`src/design/pthcs_pkg.sv`:
```
// Shared types, constants and codes of the partition table hide/compact/sort block.
`default_nettype none

package pthcs_pkg;

  localparam int unsigned MAX_ENTRIES = 128;
  localparam int unsigned CNT_W       = $clog2(MAX_ENTRIES + 1);
  // Cell positions, covered counts and used counts share one width that also
  // holds the eight bit entry_count register.
  localparam int unsigned POS_W       = (CNT_W > 8) ? CNT_W : 8;
  localparam int unsigned CFG_IDX_W   = 2;

  localparam logic [1:0] CMD_LOAD = 2'd0;
  localparam logic [1:0] CMD_HIDE = 2'd1;
  localparam logic [1:0] CMD_READ = 2'd2;

  localparam logic [CFG_IDX_W-1:0] CFG_ENTRY_COUNT = 2'd0;
  localparam logic [CFG_IDX_W-1:0] CFG_HIDE_START  = 2'd1;
  localparam logic [CFG_IDX_W-1:0] CFG_HIDE_END    = 2'd2;
  localparam logic [CFG_IDX_W-1:0] CFG_HIDE_TAG    = 2'd3;

  typedef struct packed {
    logic [1:0]  cmd;
    logic [6:0]  entry_index;
    logic        entry_used;
    logic [63:0] entry_start;
    logic [63:0] entry_end;
    logic [15:0] entry_tag;
  } pthcs_in_t;

  typedef struct packed {
    logic        read_used;
    logic [63:0] read_start;
    logic [63:0] read_end;
    logic [15:0] read_tag;
    logic [7:0]  used_count;
  } pthcs_out_t;

  typedef struct packed {
    logic        used;
    logic [63:0] first;
    logic [63:0] last;
    logic [15:0] tag;
  } slot_t;

  // Walks the chain one cell per cycle during a filter or count pass.
  typedef struct packed {
    logic             valid;
    logic             placed;
    logic [POS_W-1:0] count;
  } token_t;

  typedef struct packed {
    logic             load;
    logic [POS_W-1:0] index;
    slot_t            wr_slot;
    slot_t            hide;
    logic             filter;
    logic             sort;
    logic             phase;
    logic [POS_W-1:0] n;
  } cell_ctrl_t;

  typedef enum logic [4:0] {
    ST_IDLE   = 5'b00001,
    ST_FILTER = 5'b00010,
    ST_SORT   = 5'b00100,
    ST_RESULT = 5'b01000,
    ST_COUNT  = 5'b10000
  } state_e;

endpackage

`default_nettype wire

```
`src/design/pthcs_cell.sv`:
```
// One table slot of the chain: load, hide filter, used count and odd-even sort step.
`default_nettype none

module pthcs_cell import pthcs_pkg::*; (
  input  logic             clk_i,
  input  logic             rst_ni,
  input  logic [POS_W-1:0] pos_i,
  input  cell_ctrl_t       ctrl_i,
  input  slot_t            left_i,
  input  slot_t            right_i,
  input  logic             swap_l_i,
  input  token_t           tok_i,
  output slot_t            slot_o,
  output logic             swap_r_o,
  output token_t           tok_o
);

  logic             used_q, used_d;
  logic [63:0]      first_q, first_d;
  logic [63:0]      last_q, last_d;
  logic [15:0]      tag_q, tag_d;
  logic             tok_valid_q;
  logic             tok_placed_q, tok_placed_d;
  logic [POS_W-1:0] tok_count_q, tok_count_d;

  logic             covered;
  logic [POS_W-1:0] nxt_pos;
  logic             meet;
  logic             hit;
  logic             survive;
  logic             clear;
  logic             wr;
  slot_t            slot_d;

  assign slot_o = '{used: used_q, first: first_q, last: last_q, tag: tag_q};
  assign tok_o  = '{valid: tok_valid_q, placed: tok_placed_q, count: tok_count_q};

  always_comb begin
    covered = pos_i < ctrl_i.n;
    nxt_pos = pos_i + POS_W'(1);
    // Inclusive ranges overlap.
    meet    = (first_q < ctrl_i.hide.first) ? (last_q >= ctrl_i.hide.first)
                                            : (first_q <= ctrl_i.hide.last);
    hit     = tok_i.valid && covered && ctrl_i.filter && used_q && meet;
    survive = tok_i.valid && covered && used_q && !(hit && tok_i.placed);
    clear   = tok_i.valid && covered && ctrl_i.filter && (!used_q || (hit && tok_i.placed));
    wr      = ctrl_i.load && (ctrl_i.index == pos_i);
    // Unused slots sort as if their key were infinite, so the sort also compacts.
    swap_r_o = ctrl_i.sort && (pos_i[0] == ctrl_i.phase) && (nxt_pos < ctrl_i.n) &&
               right_i.used && (!used_q || (first_q > right_i.first));

    priority if (wr) begin
      slot_d = ctrl_i.wr_slot;
    end else if (swap_r_o) begin
      slot_d = right_i;
    end else if (swap_l_i) begin
      slot_d = left_i;
    end else if (clear) begin
      slot_d = '0;
    end else if (hit) begin
      slot_d = ctrl_i.hide;
    end else begin
      slot_d = slot_o;
    end

    used_d       = slot_d.used;
    first_d      = slot_d.first;
    last_d       = slot_d.last;
    tag_d        = slot_d.tag;
    tok_placed_d = tok_i.placed | hit;
    tok_count_d  = tok_i.count + POS_W'(survive);
  end

  always_ff @(posedge clk_i or negedge rst_ni) begin
    if (!rst_ni) begin
      used_q      <= 1'b0;
      tok_valid_q <= 1'b0;
    end else begin
      used_q      <= used_d;
      tok_valid_q <= tok_i.valid;
    end
  end

  always_ff @(posedge clk_i) begin
    first_q      <= first_d;
    last_q       <= last_d;
    tag_q        <= tag_d;
    tok_placed_q <= tok_placed_d;
    tok_count_q  <= tok_count_d;
  end

endmodule

`default_nettype wire

```
`config.mk`:
```
export PLATFORM = sky130hd
export DESIGN_NAME = pthcs_cell
export DESIGN_NICKNAME = d
export VERILOG_FILES = /design/src/design/pthcs_pkg.sv /design/src/design/pthcs_cell.sv
export SDC_FILE = /design/constraint.sdc
export NUM_CORES = 1
export LEC_CHECK = 0
export BUFFER_PORTS_ARGS = -buffer_cell sky130_fd_sc_hd__buf_4
export CORE_AREA = 2 2 299 301
export CTS_BUF_LIST = sky130_fd_sc_hd__clkbuf_8
export CTS_CLUSTER_SIZE = 24
export DETAILED_ROUTE_END_ITERATION = 12
export DIE_AREA = 0 0 301 303
export GPL_ROUTABILITY_DRIVEN = 0
export SYNTH_ARGS = -nofsm -noshare
export SYNTH_HDL_FRONTEND = slang
export SYNTH_SLANG_ARGS = --single-unit
```
`constraint.sdc`:
```
create_clock -name clk_i -period 8.3 [get_ports clk_i]
set_input_delay 1.245 -clock clk_i [delete_from_list [all_inputs] [get_ports clk_i]]
set_output_delay 1.245 -clock clk_i [all_outputs]
set_load 0.02 [all_outputs]
```
# After elaboration in Yosys (flattened, before gate mapping)
# Index checks and enable logic that the tools add are counted.
# totals
regBits	155
in_bits	621
out_inout_bits	156
wordCells	42
# op_classes
add_sub_neg	2
order_cmp	6
eq_ne	2
n_mux	6
bitwise_logic	1
n_reduce_logical	18
# ops
operator	n
145-bit two-way mux	5
64-bit greater-or-equal comparator	1
64-bit greater-than comparator	1
64-bit <= comparator	1
64-bit less-than comparator	1
8-bit less-than comparator	2
1-bit logical AND	13
8-bit by 1-bit adder with 8-bit output	1
8-bit by 1-bit adder with 8-bit output, second input constant	1
8-bit equality test	1
5-bit nonzero test	1
1-bit zero test	2
1-bit logical OR	2
1-bit equality test	1
1-bit two-way mux	1
1-bit bitwise OR	1

# Longest topological paths before layout
# logic_depth
ltp_word	12
mapped_depth	16
ltp_nobuf	16

# Worst setup path after synthesis
# OpenSTA, ideal clock, no wires.
# synth_timing
path_kind	input-to-reg
from	input right_i[123] (netlist bit)
to	register first_q[0] (enable)
arrival_ns	6.450
path_slack_ns	0.273
cell_stages	12
path_buffers	2
cell_sequence	inv_1 -> ha_1 -> a211oi_1 -> nor2_1 -> o221ai_1 -> o211ai_1 -> a2111o_1 -> o31ai_1 -> or3_1 -> buf_2 -> clkbuf_1 -> nand3_1
# synth_between
elab_chain_len	4
# synth_lines
element	line_no	rtl
start, declared	pthcs_cell.sv:10	input slot_t right_i,
64-bit greater-than comparator	pthcs_cell.sv:50	right_i.used && (!used_q || (first_q > right_i.first));
1-bit logical OR	pthcs_cell.sv:50	
1-bit logical AND	pthcs_cell.sv:50	
5-bit nonzero test (no line)	n/a	
end signal, assigned	pthcs_cell.sv:85	first_q <= first_d;
end, declared	pthcs_cell.sv:19	logic [63:0] first_q, first_d;
# No other way between the ends.
# A chain may end at the register's enable or synchronous reset.

# Final worst setup path
# layout_timing
from	input right_i[94] (netlist bit)
to	output swap_r_o
# layout_between
elab_chain_len	3
# layout_lines
element	line_no	rtl
64-bit greater-than comparator	pthcs_cell.sv:50	
1-bit logical OR	pthcs_cell.sv:50	
1-bit logical AND	pthcs_cell.sv:50	
end, declared	pthcs_cell.sv:14	output logic swap_r_o,
# No other way between the ends.

==> flow_summary.json <==
{
  "clockPowerShare_pct": 20.6,
  "critPathKind": "in -> out",
  "antenna_found_initial": 22,
  "synth_top_family_by_area": "compound AO/OA/AOI/OAI gates",
  "cts_max_path_buffers": 2,
  "drt_drc_violations_left": 0,
  "startpoint": "right_i[94]",
  "place.port_buffers": 776,
  "syn_area_um2": 16100,
  "fin_skew_ns": 0.0231,
  "post-route-period-util_pct": 76.4,
  "slew_headroom_pct": 14.1,
  "drive_gt1_share_pct": 31.5,
  "fin_nets": 3531,
  "start_kind": "input port",
  "layout_min_cycle_time_ns": 6.34,
  "first_global_vias": 18000,
  "synthSimpleGateAreaFrac_pct": 15.5,
  "ys_async_sr_fraction_pct": 1.29,
  "synth_compound_area_share_pct": 25.7,
  "synth-edff-count": 144,
  "dp.cells": 3784,
  "syn_inst": 1944,
  "setup_tns_ns": 0,
  "finalHoldViolCount": 0,
  "cp_data_arrival_time_ns": 5.10,
  "num_vias": 18600,
  "post_drt_wl_per_cell_um": 23.6,
  "synth-xor-area-share_pct": 1.14,
  "dp_hpwl_um": 73000,
  "leakagePower_nw": 11.3,
  "syn2layout_area_growth_pct": 45.5,
  "post-cts-setup-buffers": 0,
  "synth_ff_type": "edfxtp_1",
  "final_cell_mix": "783 x buf_4, 272 x ha_1, 238 x nor2_1",
  "power_density_nw_per_um2": 141,
  "fp.dieH_um": 303,
  "die_width_um": 301,
  "ys_types": 56,
  "design_area_um2": 23500,
  "ctsHoldBuffers": 0,
  "yosys_warnings": 0,
  "cp_max_fo": 40,
  "grt_pass1_wl_um": 125000,
  "synth-seq-area-share_pct": 28.2,
  "switching_power_w": 0.00137,
  "maxCapViolCount": 0,
  "yosys.area_share.adder_pct": 21.1,
  "end_kind": "output port",
  "via_per_inst": 4.86,
  "cts_tree": "built",
  "cts-resized-gates": 0,
  "wl_um": 90400,
  "comb_power_share_pct": 44.3,
  "outcome": "complete, no violations",
  "layoutNonFillerInstCount": 3826,
  "hp-class": "in -> async",
  "antenna_left": 0,
  "p_seq_share_pct": 35.1,
  "max_freq_mhz": 158,
  "place_area_um2": 23100,
  "die_area_um2": 91200,
  "avgSynthCellArea_um2": 8.30,
  "r2r-start": "first_q[5]",
  "rsz0062_at_grt": "no",
  "reg2reg_slack_ns": 2.80,
  "clock-root-buffer": "clkbuf_8",
  "rows": 109,
  "ys_ff_latch": 155,
  "ir_drop_mv": 0.130,
  "first_pass_iters": 5,
  "clock_sinks": 155,
  "grt_max_degree": 176,
  "nFillCells": 9573,
  "start_util_pct": 18.3,
  "h-tree-depth": 4,
  "io-pin-count": 777,
  "p_sw_share_pct": 41.5,
  "synth_fp_nets": 2837,
  "coreArea_um2": 88000,
  "clkLatencyLatePin_ns": 0.62,
  "drt-initial-drc-count": 1710,
  "rr_worst_depth": 11,
  "tightestPinTransition_ns": 1.28,
  "muxShareOfSynthArea_pct": 0,
  "numCtsBuffers": 17,
  "clk_pin_slew_ns": 0.11,
  "crit_required_ns": 7.05,
  "finalSetupViolCount": 0,
  "drv_slew": 0,
  "grt_use_total_pct": 19.1,
  "r2r-end": "first_q[29]",
  "internal-power_w": 0.00194,
  "final_common_cell": "buf_4",
  "grt_remaining_overflow": 0
}
==> per-layer routing <==
layer / vias up / wire length [um] / track usage (%)
li1: 8713 / - / -
met4: 6 / 2670 / 6.76
met3: 114 / 6970 / 4.52
met1: 8844 / 38400 / 24.6
met5: - / 45 / 0
met2: 915 / 42300 / 31.0
==> sequential cells by signal (all words and copies together) (netlist names) <==
register and flops:
first_q 64, last_q 64, tag_q 16, tok_count_q 8, tok_placed_q 1, tok_valid_q 1
used_q 1
==> cell usage after synthesis, drive strengths merged, types with 2 or more instances <==
| cell type | number | area (um2) |
|---|---|---|
| a41oi | 2 | 17.5 |
| o31ai | 2 | 15.0 |
| clkbuf | 79 | 297 |
| nor2 | 238 | 893 |
| ha | 272 | 3400 |
| dfxtp | 9 | 180 |
| a31oi | 2 | 12.5 |
| nand2b | 5 | 38.8 |
| o211ai | 13 | 103 |
| nor4 | 9 | 62.6 |
| o21bai | 2 | 15.0 |
| o21a | 9 | 67.6 |
| nand4 | 44 | 275 |
| inv | 204 | 766 |
| buf | 35 | 284 |
| a221oi | 9 | 78.8 |
| nor2b | 4 | 25.0 |
| dfrtp | 2 | 50.1 |
| and4 | 6 | 52.6 |
| o2111ai | 2 | 17.5 |
| a21o | 32 | 240 |
| xnor2 | 17 | 149 |
| or3 | 2 | 12.5 |
| and3 | 94 | 588 |
| a2bb2oi | 2 | 17.5 |
| a2111oi | 2 | 42.5 |
| a211oi | 88 | 661 |
| xor2 | 4 | 35.0 |
| o21ai | 186 | 935 |
| nand2 | 73 | 274 |
| a311oi | 60 | 526 |
| nor3 | 9 | 45.0 |
| a21oi | 87 | 435 |
| o22ai | 144 | 901 |
| edfxtp | 144 | 4320 |
| nand3 | 41 | 205 |
==> critical path, stage by stage <==
cell	delay [ns]
buf_4	0.10
inv_1	0.05
ha_1	0.30
nand4_1	0.21
nor4_1	0.74
nand2_1	0.29
a31oi_1	0.53
o31ai_1	0.14
or3_4	0.58
inv_4	0.58
buf_4	0.26
==> kinds of logic after synthesis <==
| family | after synthesis |
|---|---|
| AOI/OAI and AO/OA | 649 |
| and+or+nand+nor | 529 |
| buffers and inverters | 318 |
| adders and majority gates | 272 |
| DFF | 155 |
| xor gates and xnor gates | 21 |
==> power groups by stage <==
stage	clock network (W)	registers [W]	logic (W)
floorplan	0	0.00125	0.000626
global placement	0	0.00118	0.00146
detailed placement	0	0.00118	0.00147
CTS	0.000711	0.00116	0.00148
global route	0.000728	0.00118	0.00161
finish	0.000682	0.00117	0.00147
==> worst max-delay path by stage <==
stage / to / slack, ns / depth (start not counted)
floorplan: first_q[0] / 0.27 / 12
finish: swap_r_o / 1.96 / 11
detailed placement: swap_r_o / 1.82 / 11
global route: swap_r_o / 1.88 / 11
CTS: swap_r_o / 1.83 / 11
global placement: first_q[25] / 1.44 / 13
==> stage by stage <==
step	hold WS [ns]	util (%)	setup WS, ns	total power [W]
final	0.386	26.7	1.96	0.00332
after global routing	0.327	26.7	1.88	0.00352
after CTS	0.303	26.7	1.83	0.00335
after detailed placement	0.952	26.2	1.82	0.00265
after global placement	0.961	26.2	1.44	0.00264
after floorplan	0.590	-	0.273	0.00187
==> area by class of cell <==
| type | count | area (um2) | share of cell area (%) |
|---|---|---|---|
| Multi-Input combinational cell | 1471 | 10300 | 43.8 |
| Timing Repair Buffer | 789 | 5990 | 25.5 |
| Sequential cell | 155 | 4550 | 19.4 |
| Tap cell | 1165 | 1460 | 6.21 |
| Inverter | 204 | 768 | 3.27 |
| Clock buffer | 18 | 248 | 1.05 |
| Clock inverter | 14 | 155 | 0.660 |
| Antenna cell | 10 | 25.0 | 0.107 |
No activity file was read; power rests on OpenSTA's default activity.
